$ cat config.mk
export PLATFORM = sky130hd
export DESIGN_NAME = cba_window
export DESIGN_NICKNAME = d
export VERILOG_FILES = /design/src/design/conv2d_bias_activation_unit_defines.svh /design/src/design/cba_cell.sv /design/src/design/cba_window.sv
export SDC_FILE = /design/constraint.sdc
export NUM_CORES = 2
export LEC_CHECK = 0
export BUFFER_PORTS_ARGS = -buffer_cell sky130_fd_sc_hd__buf_2
export CORE_MARGIN = 8
export CORE_UTILIZATION = 30
export DETAILED_ROUTE_END_ITERATION = 12
export SETUP_SLACK_MARGIN = 0.02
export SLEW_MARGIN = 20
export SYNTH_ARGS = -nofsm -noshare
export SYNTH_HDL_FRONTEND = slang
export SYNTH_SLANG_ARGS = --single-unit
$ cat constraint.sdc
create_clock -name clk_i -period 1.3 [get_ports clk_i]
set_clock_uncertainty 0.2 [all_clocks]
set_input_delay 0.26 -clock clk_i [delete_from_list [all_inputs] [get_ports clk_i]]
set_output_delay 0.26 -clock clk_i [all_outputs]
set_load 0.02 [all_outputs]
$ cat src/design/conv2d_bias_activation_unit_defines.svh
// Assertion macros for the convolution unit.
// Expects clk_i and rst_ni in the scope of each use.
`ifndef CONV2D_BIAS_ACTIVATION_UNIT_DEFINES_SVH
`define CONV2D_BIAS_ACTIVATION_UNIT_DEFINES_SVH

// same-cycle implication
`define CBA_ASSERT_IMP(lbl, ante, cons, msg) \
  lbl: assert property (@(posedge clk_i) disable iff (!rst_ni) (ante) |-> (cons)) else $error(msg);

// next-cycle implication
`define CBA_ASSERT_NXT(lbl, ante, cons, msg) \
  lbl: assert property (@(posedge clk_i) disable iff (!rst_ni) (ante) |=> (cons)) else $error(msg);

`endif

$ cat src/design/cba_cell.sv
// One window cell: holds a sample, rotates to its ring neighbor or loads.
// No dependencies.
module cba_cell (
  input  logic               clk_i,
  input  logic               rst_ni,
  input  logic               rot_i,
  input  logic signed [15:0] nbr_i,
  input  logic               upd_i,
  input  logic signed [15:0] upd_val_i,
  output logic signed [15:0] val_o
);

  logic signed [15:0] val_q, val_d;

  always_comb begin
    val_d = val_q;
    if (rot_i) begin
      val_d = nbr_i;
    end else if (upd_i) begin
      val_d = upd_val_i;
    end
  end

  always_ff @(posedge clk_i or negedge rst_ni) begin
    if (!rst_ni) begin
      val_q <= '0;
    end else begin
      val_q <= val_d;
    end
  end

  assign val_o = val_q;

endmodule

$ cat src/design/cba_window.sv
// Window of MAX_KERNEL x MAX_KERNEL x MAX_CHANNELS cells, wired as a ring.
// Depends on cba_cell.
module cba_window #(
  parameter int MAX_KERNEL   = 5,
  parameter int MAX_CHANNELS = 4,
  localparam int KBW = $clog2(MAX_KERNEL + 1),
  localparam int CHW = (MAX_CHANNELS > 1) ? $clog2(MAX_CHANNELS) : 1,
  localparam int LR  = (MAX_KERNEL > 1) ? MAX_KERNEL - 1 : 1
) (
  input  logic               clk_i,
  input  logic               rst_ni,
  input  logic               rot_i,
  input  logic               upd_i,
  input  logic [CHW-1:0]     ch_i,
  input  logic [KBW-1:0]     kw_i,
  input  logic [KBW-1:0]     kh_i,
  input  logic [LR*16-1:0]   line_i,
  input  logic signed [15:0] pix_i,
  output logic signed [15:0] head_o
);

  localparam int N = MAX_KERNEL * MAX_KERNEL * MAX_CHANNELS;

  logic signed [15:0] vals [N];
  logic signed [15:0] uval [N];
  logic signed [15:0] tail [N];
  logic               sel  [N];

  for (genvar i = 0; i < N; i++) begin : g_cell
    localparam int R = i / (MAX_KERNEL * MAX_CHANNELS);
    localparam int C = (i / MAX_CHANNELS) % MAX_KERNEL;
    localparam int K = i % MAX_CHANNELS;
    localparam int NX = (i + 1) % N;

    assign sel[i] = upd_i && (CHW'(K) == ch_i) && (KBW'(R) < kh_i) && (KBW'(C) < kw_i);

    // rightmost used column takes the line store row above, bottom row the pixel
    if (R + 1 < MAX_KERNEL) begin : g_line
      assign tail[i] = (KBW'(R + 1) < kh_i) ? $signed(line_i[R*16 +: 16]) : pix_i;
    end else begin : g_pix
      assign tail[i] = pix_i;
    end

    if (C + 1 < MAX_KERNEL) begin : g_shift
      assign uval[i] = (KBW'(C + 1) < kw_i) ? vals[i + MAX_CHANNELS] : tail[i];
    end else begin : g_edge
      assign uval[i] = tail[i];
    end

    cba_cell u_cell (
      .clk_i     (clk_i),
      .rst_ni    (rst_ni),
      .rot_i     (rot_i),
      .nbr_i     (vals[NX]),
      .upd_i     (sel[i]),
      .upd_val_i (uval[i]),
      .val_o     (vals[i])
    );
  end

  assign head_o = vals[0];

endmodule

==> results.tsv <==
stage	metric	value	unit
run_status	status	finished, violations left	
run_status	violations	negative hold slack, negative setup slack	
clock_tree	htreeDepth	4	
clock_tree	cts_buffer_depth	4	
clock_tree	ctsRootBufferMaster	clkbuf_16	
worst_hold_path	hp-class	input pin to register	
critical_path	slowest_stage	dfrtp_2	
critical_path	required	0.84	ns
timing	setup_viol	1148	
global_route	grt_pass1_vias	77916	
critical_path	worstPathArrival	1.54	ns
synth	syn_inst	9080	
critical_path	r2r-end	g_cell[99].u_cell.val_o[2]$_DFFE_PN0P_	
drt	routed_wl	361	mm
timing	slew_headroom	49.7	%
critical_path	crit_buf_inv	1	
global_route	gr-total-overflow	0	
timing	clock.fmax	0.501	GHz
layout	largest_reg_flops	1600	
drt	via_per_inst	5.87	
die	coreArea	277000	µm²
critical_path	worstPathMaxFanout	2	
synth	ys_seq_elements	1600	
die	io-pin-count	108	
timing	finalHoldViolCount	108	
worst_hold_path	hold_start	ch_i[1]	
worst_hold_path	hold_depth	4	
global_route	grt_pass1_wl	519	mm
critical_path	rrSetupSlack	-0.07	ns
drt	wl_per_cell	26.2	µm
placement	placedCellCount	13107	
layout	fin_area	114000	µm²
power_and_ir_drop	power_leakage	48.0	nW
timing	fin_hold_ws	-0.219	ns
drt	dr.first_iter.drc_count	9272	
synth	synthDistinctLibCells	93	
placement	place_hpwl	230	mm
placement	gp_congestion	0.931	
placement	dp_slack	-1.14	ns
critical_path	max_stage_delay	0.49	ns
critical_path	cp-end-kind	output port	
layout	final_nets	10018	
global_route	grt_max_degree	121	
global_route	track_usage	22.8	%
critical_path	crit_type	register to output port	
layout	nFillCells	26240	
critical_path	cp-start-kind	register	
critical_path	r2r_start	g_cell[0].u_cell.val_o[2]$_DFFE_PN0P_	
global_route	antenna_found_initial	24	
clock_tree	cts_tree	yes	
synth	ys_warn_count	0	
timing	min_period	2.00	ns
synth	synth_top_area_share	47.9	%
synth	synth_area	83500	µm²
synth	synthArstFlopShare	100	%
run	drv_cap	0	
timing	setup_ws	-0.696	ns
critical_path	ff2ff_path_depth	4	
timing	tns	-139.64	ns
synth	avgSynthCellArea	9.20	µm²
clock_tree	cts_buffers	185	
critical_path	crit_family	flip-flops	
power_and_ir_drop	p_per_area	1360	nW/µm²
clock_tree	clk_pin_slew_worst_paths	0.06	ns
die	rows	193	
clock_tree	clock-sinks	1600	
drt	dr.pass1.iters	6	
synth	ys_seq_area_share	47.9	%
layout	area_delta_synth_final	36.7	%
power_and_ir_drop	ir_drop	1.04	mV
drt	antenna_left	0	
timing	grt_setup_unrepaired	yes	
critical_path	startpoint	g_cell[0].u_cell.val_o[11]$_DFFE_PN0P_	
synth	synthTopCellsByArea	dfrtp_1 48%, nand2_1 7.3%, o21ai_0 5.2%, o221ai_1 3.9%, nor2_1 3.3%	
die	die_w	544	µm
synth	yosys.area.top_type	dfrtp_1	
placement	io_buffers	107	
power_and_ir_drop	total_power	155	mW
clock_tree	clk_latency	0.87	ns
timing	fin_crit_sh	154	%
layout	final_util	41.3	%
synth	synth_edf_count	0	
synth	synthTopCellsByCount	1635 x nand2_1, 1600 x dfrtp_1, 866 x o21ai_0, 741 x nor2_1, 467 x a21oi_1	
timing	tightest_slew	0.752	ns
synth	synth_fp_nets	9172	
synth	ys.flop_type	dfrtp_1	
die	initial_core_util	30.2	%
drt	vias	80837	
critical_path	path_cells	buf_6	
drt	drc	0	
die	die_h	544	µm
placement	place_area	99500	µm²
synth	synth.most_common_cell	nand2_1	
worst_hold_path	hold_end	g_cell[5].u_cell.val_o[2]$_DFFE_PN0P_	
layout	drive_gt1_share	27.4	%
timing	drv_slew	0	
die	die_area	296000	µm²
layout	fin_cells	13773	
-- where the power goes --
part,switching (mW),internal [mW]
registers,8.32,58.5
logic,19.1,16.7
clock network,22.2,30.5
-- repair_timing --
item,in CTS,in global routing
endpoints found under the setup margin,653,2331
endpoints found under the hold margin,2169,128
gates resized for setup,449,612
gates cloned,47,30
pin swaps,96,256
setup buffers,116,74
hold buffers,95,6
-- cell usage in the layout (no fill, tap or decap), drive strengths merged, types with 15 or more instances in the layout --
| master | n |
|---|---|
| a211oi | 65 |
| a21o | 72 |
| a21oi | 468 |
| a221o | 58 |
| a221oi | 85 |
| a22o | 16 |
| a22oi | 101 |
| a2bb2oi | 92 |
| a31oi | 79 |
| a32oi | 31 |
| and2 | 70 |
| buf | 1372 |
| clkbuf | 295 |
| clkinv | 33 |
| dfrtp | 1600 |
| diode | 15 |
| dlygate4sd3 | 78 |
| inv | 130 |
| mux2 | 161 |
| mux2i | 222 |
| nand2 | 1636 |
| nand3 | 49 |
| nor2 | 747 |
| nor2b | 34 |
| nor3 | 67 |
| nor3b | 44 |
| o211a | 46 |
| o211ai | 73 |
| o21a | 228 |
| o21ai | 885 |
| o221ai | 369 |
| o22ai | 101 |
| o311ai | 136 |
| o31ai | 237 |
| o32a | 64 |
| or2 | 34 |
| or3 | 120 |
-- cells by family (layout without fill, tap and decap cells) --
logic type | Yosys count | after routing | synth area share (%)
buffers and inverters | 973 | 1946 | 5.39
AO/OA/AOI/OAI | 3273 | 3273 | 27.2
multiplexers | 383 | 383 | 4.83
AND/OR/NAND/NOR | 2851 | 2851 | 14.6
flip-flops | 1600 | 1600 | 47.9
other | 0 | 15 | 0
-- final cells by class --
class | count | area (µm²) | area share (%)
inverters | 129 | 508 | 0.445
well taps | 3705 | 4640 | 4.06
multi-input cells | 6507 | 44400 | 38.9
flip-flops and latches | 1600 | 40100 | 35.1
diodes | 15 | 37.5 | 0.0329
clock buffers | 266 | 5410 | 4.73
repair buffers | 1503 | 18600 | 16.3
clock inverters | 48 | 533 | 0.467
-- how the worst max path moves through the flow --
stage	to	slack, ns	depth (start not counted)
after floorplan	g_cell[89].u_cell.val_o[10]$_DFFE_PN0P_	-0.69	7
after global placement	g_cell[80].u_cell.val_o[5]$_DFFE_PN0P_	-1.12	7
after detailed placement	g_cell[80].u_cell.val_o[5]$_DFFE_PN0P_	-1.14	7
final	head_o[11]	-0.70	1
after CTS	g_cell[81].u_cell.val_o[4]$_DFFE_PN0P_	-0.73	11
after global routing	head_o[11]	-0.73	1
-- per-layer routing --
layer | wire length, µm | GRT usage [%]
met5 | 26 | 0
met4 | 24600 | 13.0
met3 | 33700 | 4.77
met2 | 159000 | 34.9
met1 | 144000 | 29.9
(Power assumes the default switching activity.)
