<file path="config.mk">
export PLATFORM = sky130hd
export DESIGN_NAME = cba_ram
export DESIGN_NICKNAME = d
export VERILOG_FILES = /design/src/design/conv2d_bias_activation_unit_defines.svh /design/src/design/cba_ram.sv
export SDC_FILE = /design/constraint.sdc
export NUM_CORES = 1
export LEC_CHECK = 0
export ABC_AREA = 1
export BUFFER_PORTS_ARGS = -buffer_cell sky130_fd_sc_hd__buf_2
export CAP_MARGIN = 40
export CORE_ASPECT_RATIO = 0.8
export CORE_MARGIN = 2
export CORE_UTILIZATION = 64
export CTS_BUF_LIST = sky130_fd_sc_hd__clkbuf_8
export DETAILED_ROUTE_END_ITERATION = 6
export PLACE_DENSITY = 0.82
export RECOVER_POWER = 100
export SETUP_SLACK_MARGIN = 0.05
export SLEW_MARGIN = 20
export SYNTH_ARGS = -nofsm -noshare
export SYNTH_HDL_FRONTEND = slang
export SYNTH_SLANG_ARGS = --single-unit
</file>
<file path="constraint.sdc">
create_clock -name clk_i -period 2.21 [get_ports clk_i]
set_clock_uncertainty 0.05 [all_clocks]
set_input_delay 0.442 -clock clk_i [delete_from_list [all_inputs] [get_ports clk_i]]
set_output_delay 0.442 -clock clk_i [all_outputs]
set_load 0.1 [all_outputs]
</file>
<file path="src/design/conv2d_bias_activation_unit_defines.svh">
// Assertion macros for the convolution unit.
// Expects clk_i and rst_ni in the scope of each use.
`ifndef CONV2D_BIAS_ACTIVATION_UNIT_DEFINES_SVH
`define CONV2D_BIAS_ACTIVATION_UNIT_DEFINES_SVH

// same-cycle implication
`define CBA_ASSERT_IMP(lbl, ante, cons, msg) \
  lbl: assert property (@(posedge clk_i) disable iff (!rst_ni) (ante) |-> (cons)) else $error(msg);

// next-cycle implication
`define CBA_ASSERT_NXT(lbl, ante, cons, msg) \
  lbl: assert property (@(posedge clk_i) disable iff (!rst_ni) (ante) |=> (cons)) else $error(msg);

`endif

</file>
<file path="src/design/cba_ram.sv">
// Generic simple dual-port RAM with registered read.
// No dependencies.
module cba_ram #(
  parameter int WIDTH = 16,
  parameter int DEPTH = 16
) (
  input  logic                                       clk_i,
  input  logic                                       we_i,
  input  logic [(DEPTH > 1 ? $clog2(DEPTH) : 1)-1:0] waddr_i,
  input  logic [WIDTH-1:0]                           wdata_i,
  input  logic [(DEPTH > 1 ? $clog2(DEPTH) : 1)-1:0] raddr_i,
  output logic [WIDTH-1:0]                           rdata_o
);

  logic [WIDTH-1:0] mem [DEPTH];

  always_ff @(posedge clk_i) begin
    if (we_i) begin
      mem[waddr_i] <= wdata_i;
    end
    rdata_o <= mem[raddr_i];
  end

endmodule

</file>
==> impl_results.md, run 1 <==
* Outcome: completed
* ANT nets after route at 0
* Share of power burned in registers at 55.7%
* Met2 wire len at 12200 um
* GRT overflow at 0
* Hold Path Cell Cnt at 1
* PwrDens at 833 mW/mm^2
* Met3 routed WL at 3060 um
* Net Switching at 2.56 mW
* # diodes at 0
* R2R setup slack at 1140 ps
* Reg-to-Reg Start: mem[6][0]$_DFFE_PP_
* Initial antenna violation count at 0
* Critical path class: in -> reg
* Die ar. at 0.0189 mm^2
* Area delta synth->final at 10.1%
* CTS tree: done
* Max Used Layer: met4
* # IOs at 42
* Global-route wire length before repair at 40500 um
* Routed WL at 26200 um
* Final core area utilization at 72.1%
* Worst hold start: wdata_i[3]
* Share of layout cells above drive strength 1 at 7.42%
* # fillers at 1224
* CTS clk-pin slew, worst paths at 60 ps
* Synth Instances at 1074
* Non-filler cells in the finished layout at 1398
* Final setup viols at 0
* PortBufs at 41
* Seq/Total Area, Yosys at 70.4%
* RSZ-0062 raised after global routing: no
* Leak at 5.45 nW
* Critical Path RT at 2290 ps
* Max_cap viols at 0
* # H-tree levels at 2
* Final Critical Period at 1940 ps
* Slew HR at 2.28%
* CTS resizes at 0
* Mapped Nets at 1100
* Synth Area in Compound Gates at 0%
* TritonCTS Buffers at 40
* Setup Total Neg Slack at 0 ps
* Comb power frac at 8.6%
* Largest area contributor in the netlist: edfxtp_1
* Final worst slack at 268 ps
* Vias in the first global route at 7554
* XOR/XNOR Fraction of Synth Area at 0%
* Synth warn at 0
* GRT Total Usage at 28.7%
* Total core area at 0.0174 mm^2
* Synth top area share at 67.5%
* Met1 Wirelength at 10300 um
* CP Capture Type: register
* Most frequent cells in the layout: nand2_1 (341), edfxtp_1 (256), inv_1 (217), nand3_1 (193), clkbuf_8 (47)
* CTS root buf: clkbuf_8
* Slew @ Worst Pin at 1470 ps
* Multiplexer area fraction after synthesis at 0%
* Detailed placement HPWL at 14800 um
* Commonest non-fill, non-tap cell in the layout: nand2_1
* Synth Area in Adders at 0%
* Worst-Skew Late Latency at 540 ps
* Arr. time, crit path at 2020 ps
* Post-Synth Simple-Gate Area at 20.4%
* DR vias/cell at 5.58
* Post-CTS Repair Setup Buffers at 0
* Mapped cell area at 0.0114 mm^2
* Final period utilization at 87.9%
* Die Wd at 153 um
* Die height at 123 um
* Post-CTS Hold Fix Bufs at 0
* Peak supply drop at 0.000643 V
* Fin. max-slew vios at 0
* DRC errors left at 0
* R2R depth at 6
* Largest cells by area after synthesis: edfxtp_1 (68%), nand2_1 (11%), nand3_1 (8.5%), inv_1 (6.5%), dfxtp_1 (2.8%)
* FMAX at 515 MHz
* Global placement routability congestion at 0.823
* Startpoint types: input pin
* Hold_ws at 392 ps
* HP Class: in -> reg
* Netlist cell types at 13
* Pint at 7.88 mW
* DR iter-0 viols at 901
* Worst Hold Endpoint: mem[7][3]$_DFFE_PP_
* Pre-CTS worst setup slack at 323 ps
* Via Count at 7796
* Crit Reg-Reg Endpoint: rdata_o[0]$_DFF_P_
* Starting density of the core at 65.5%
* Maximum clock path buffer count at 3
* DRT Pass-1 Iters at 5
* Final-stage net count at 1170
* Mapped Avg Cell Area at 10.6 um^2
* Largest net degree at the start of global routing at 129
* Placed Instances at 1327
* Row count at 43
* Seq cells post-synth at 272
* Clk network pwr share at 35.7%
* Wirelength per Cell at 18.8 um
* Final hold viol count at 0
* Critical-path maximum fanout at 16
* Main combinational cell family by area after synthesis: simple AND/OR/NAND/NOR gates
* Sink Count at 272
* Switching share of power at 24.5%
==> power groups by stage <==
stage / registers [mW] / clock network (mW) / logic (mW)
after floorplan: 6.15 / 0 / 0.389
after global placement: 5.91 / 0 / 0.890
after detailed placement: 5.92 / 0 / 0.912
after CTS: 5.81 / 3.77 / 0.916
after global routing: 5.82 / 3.98 / 0.971
final: 5.81 / 3.72 / 0.901
==> layer usage <==
metal / track usage (%) / up-vias
met4: 12.2 / 0
met2: 45.5 / 478
li1: - / 3599
met1: 39.6 / 3653
met3: 6.03 / 66
met5: 0 / -
==> sequential cells by signal, summed over array words and instances, names as in the netlist <==
name	count
mem	256
rdata_o	16
==> worst max-delay path, cell delays in order <==
cell	delay [ps]
clkbuf_1	100
nand3b_1	260
nor2_2	140
clkbuf_1	1060
==> cells in the mapped netlist (all sizes together) <==
master and number:
nand2 341, edfxtp 256, inv 198, nand3 193, buf 41, nor2 17, dfxtp 16, clkbuf 10
nand3b 2
==> layout make-up <==
type                            count  area [um^2]  share of cell area [%]
Sequential cell                   272         8010                    63.9
Clock buffer                       47          647                    5.16
Inverter                          198          744                    5.94
Multi-Input combinational cell    553         2340                    18.7
Clock inverter                     24         90.1                   0.719
Timing Repair Buffer               79          420                    3.35
Tap cell                          225          282                    2.25
==> stage by stage <==
step | total power [mW] | instance area [um^2]
2_1_floorplan | 6.54 | 11400
3_3_place_gp | 6.80 | 12000
3_5_place_dp | 6.83 | 12000
4_1_cts | 10.5 | 12700
5_1_grt | 10.8 | 12500
6_report | 10.4 | 12500
==> kinds of logic (layout without fill, tap and decap cells) <==
group | Yosys count | count (layout)
buffers and inverters | 249 | 348
DFF | 272 | 272
and+or+nand+nor | 553 | 553
==> worst max-delay path by stage <==
stage,from,end,slack (ps),depth (start not counted)
6_report,waddr_i[3],mem[5][8]$_DFFE_PP_,270,4
5_1_grt,waddr_i[3],mem[15][7]$_DFFE_PP_,190,4
4_1_cts,rdata_o[9]$_DFF_P_,rdata_o[9],310,1
3_5_place_dp,raddr_i[0],rdata_o[9]$_DFF_P_,320,9
3_3_place_gp,raddr_i[0],rdata_o[4]$_DFF_P_,380,9
2_1_floorplan,waddr_i[2],mem[10][0]$_DFFE_PP_,420,2
(Power assumes the default switching activity.)
==> run 2, diff against run 1 <==
- CORE_UTILIZATION: 64 -> 65
- GPL_TIMING_DRIVEN: default -> 0
- PLACE_DENSITY: 0.82 -> 0.83
- clock period: 2.21 -> 2.5 ns (I/O delays scaled with it)
==> impl_results.md, run 2 (synthesis gave the netlist of run 1 again) <==
* Outcome: complete, but fails checks (was completed)
* Failing checks: DRC
* Global-route wire length before repair at 42700 um (was 40500 um)
* Die height at 122 um (was 123 um)
* Sequential cell area at 0.00801 mm^2 (unchanged)
* Maximum clock path buffer count at 3 (unchanged)
* Starting density of the core at 66.1% (was 65.5%)
* Footprint of the multi-input gates at 0.00232 mm^2 (was 0.00234 mm^2)
* Slew HR at 34.9% (was 2.28%)
* Fin. max-slew vios at 0 (unchanged)
* CTS root buf: clkbuf_8 (unchanged)
* CTS resizes at 0 (unchanged)
* Peak supply drop at 0.000584 V (was 0.000643 V)
* Critical-path maximum fanout at 10 (was 16)
* Post-CTS Hold Fix Bufs at 0 (unchanged)
* Total core area at 0.0172 mm^2 (was 0.0174 mm^2)
* Routed WL at 28700 um (was 26200 um)
* Max FFs per register at 256 (unchanged)
* DRT Pass-1 Iters at 7 (was 5)
* Global placement routability congestion at 0.871 (was 0.823)
* Die Wd at 152 um (was 153 um)
* DR iter-0 viols at 1123 (was 901)
* Initial antenna violation count at 0 (unchanged)
* Final core area utilization at 73.8% (was 72.1%)
* Max_cap viols at 0 (unchanged)
* Critical Path RT at 2610 ps (was 2290 ps)
* Final period utilization at 85.2%
* TritonCTS Buffers at 42 (was 40)
* # fillers at 1159 (was 1224)
* Placed Instances at 1354 (was 1327)
* Most frequent cells in the layout: nand2_1 (341), edfxtp_1 (256), inv_1 (213), nand3_1 (193), clkbuf_8 (50) (was nand2_1 (341), edfxtp_1 (256), inv_1 (217), nand3_1 (193), clkbuf_8 (47))
* Sink Count at 272 (unchanged)
* PortBufs at 39 (was 41)
* Arr. time, crit path at 2240 ps (was 2020 ps)
* Area delta synth->final at 11.7% (was 10.1%)
* Reg with most FFs: mem (unchanged)
* Buffers & Inverters on Critical Path at 2 (unchanged)
* Top Registers: mem (256), rdata_o (16) (unchanged)
* # diodes at 0 (unchanged)
* Crit path top cell by count: clkbuf_1 (unchanged)
* CTS tree: done (unchanged)
* CP Capture Type: register (unchanged)
* Final Critical Period at 2130 ps
* Detailed placement HPWL at 19100 um (was 14800 um)
* Vias in the first global route at 7867 (was 7554)
* HP Class: in -> reg (unchanged)
* Final setup viols at 0 (unchanged)
* Non-filler cells in the finished layout at 1430 (was 1398)
* ANT nets after route at 0 (unchanged)
* GRT Total Usage at 31.3% (was 28.7%)
* Critical path's top delay family: simple AND/OR/NAND/NOR gates (was buffers and inverters)
* Share of layout cells above drive strength 1 at 9.46% (was 7.42%)
* Die ar. at 0.0186 mm^2 (was 0.0189 mm^2)
* DRC errors left at 1 (was 0)
* Row count at 43 (unchanged)
* Largest net degree at the start of global routing at 17 (was 129)
* GRT overflow at 0 (unchanged)
* R2R setup slack at 1320 ps (was 1140 ps)
* Slowest cell on crit path: clkbuf_1 (unchanged)
* # H-tree levels at 2 (unchanged)
* RSZ-0062 raised after global routing: no (unchanged)
* Commonest non-fill, non-tap cell in the layout: nand2_1 (unchanged)
* Via Count at 8074 (was 7796)
* FMAX at 469 MHz
* CP max stage delay at 700 ps (was 1060 ps)
* Slew @ Worst Pin at 972 ps (was 1470 ps)
* # IOs at 42 (unchanged)
* Startpoint types: input pin (unchanged)
* PwrDens at 754 mW/mm^2 (was 833 mW/mm^2)
* Critical path class: in -> reg (unchanged)
* Worst-Skew Late Latency at 550 ps (was 540 ps)
* Wirelength per Cell at 20.1 um (was 18.8 um)
* Final hold viol count at 0 (unchanged)
* DR vias/cell at 5.65 (was 5.58)
* CTS clk-pin slew, worst paths at 60 ps (about the same)
* Final-stage net count at 1199 (was 1170)
* Leak at 5.55 nW (was 5.45 nW)
* Post-CTS Repair Setup Buffers at 0 (unchanged)
* Worst-path cell chain: clkbuf_1 -> nand3b_1 -> nor2_1 -> clkbuf_1 (was clkbuf_1 -> nand3b_1 -> nor2_2 -> clkbuf_1)
## run 2: metal layers
metal	up-vias	GRT usage (%)	wire [um]
met5	-	0	0
met4	0	15.4	1160
met3	116	8.23	3780
met2	575	50.6	13500
met1	3718	40.2	10300
li1	3665	-	-
## run 2: report_power, final
part           switching, mW  total [mW]  internal [mW]
clock                   1.67        3.59           1.92
sequential            0.0260        5.13           5.10
combinational          0.685       0.865          0.180
total                   2.38        9.58           7.19
## run 2: per-stage QoR
step	setup TNS [ps]	cell area, um^2	hold slack [ps]	setup WS, ps	power, mW
2_1_floorplan	0	11400	549	650	5.78
3_3_place_gp	-13550	11900	594	-185	6.03
3_5_place_dp	0	12100	612	397	6.08
4_1_cts	0	12900	272	660	9.58
5_1_grt	0	12700	294	334	9.84
6_report	0	12700	296	369	9.58
## run 2: final timing paths
check | from | to | cells after the start
max | waddr_i[2] | mem[10][8]$_DFFE_PP_ | 4
min reg2reg | mem[10][7]$_DFFE_PP_ | rdata_o[7]$_DFF_P_ | 6
max reg2reg | mem[4][10]$_DFFE_PP_ | rdata_o[10]$_DFF_P_ | 6
min | raddr_i[3] | rdata_o[3]$_DFF_P_ | 3
## run 2: area by class of cell
| type | count | share of cell area, % |
|---|---|---|
| tap | 225 | 2.21 |
| multi-input combinational | 553 | 18.3 |
| sequential | 272 | 63.0 |
| clock inverter | 26 | 1.03 |
| clock buffer | 50 | 5.41 |
| timing repair buffer | 55 | 1.80 |
| buffer | 51 | 2.40 |
| inverter | 198 | 5.85 |
## run 2: worst min-delay path: stages
cell and delay (ps):
buf_2 170, nand3_1 100, nand2_1 50
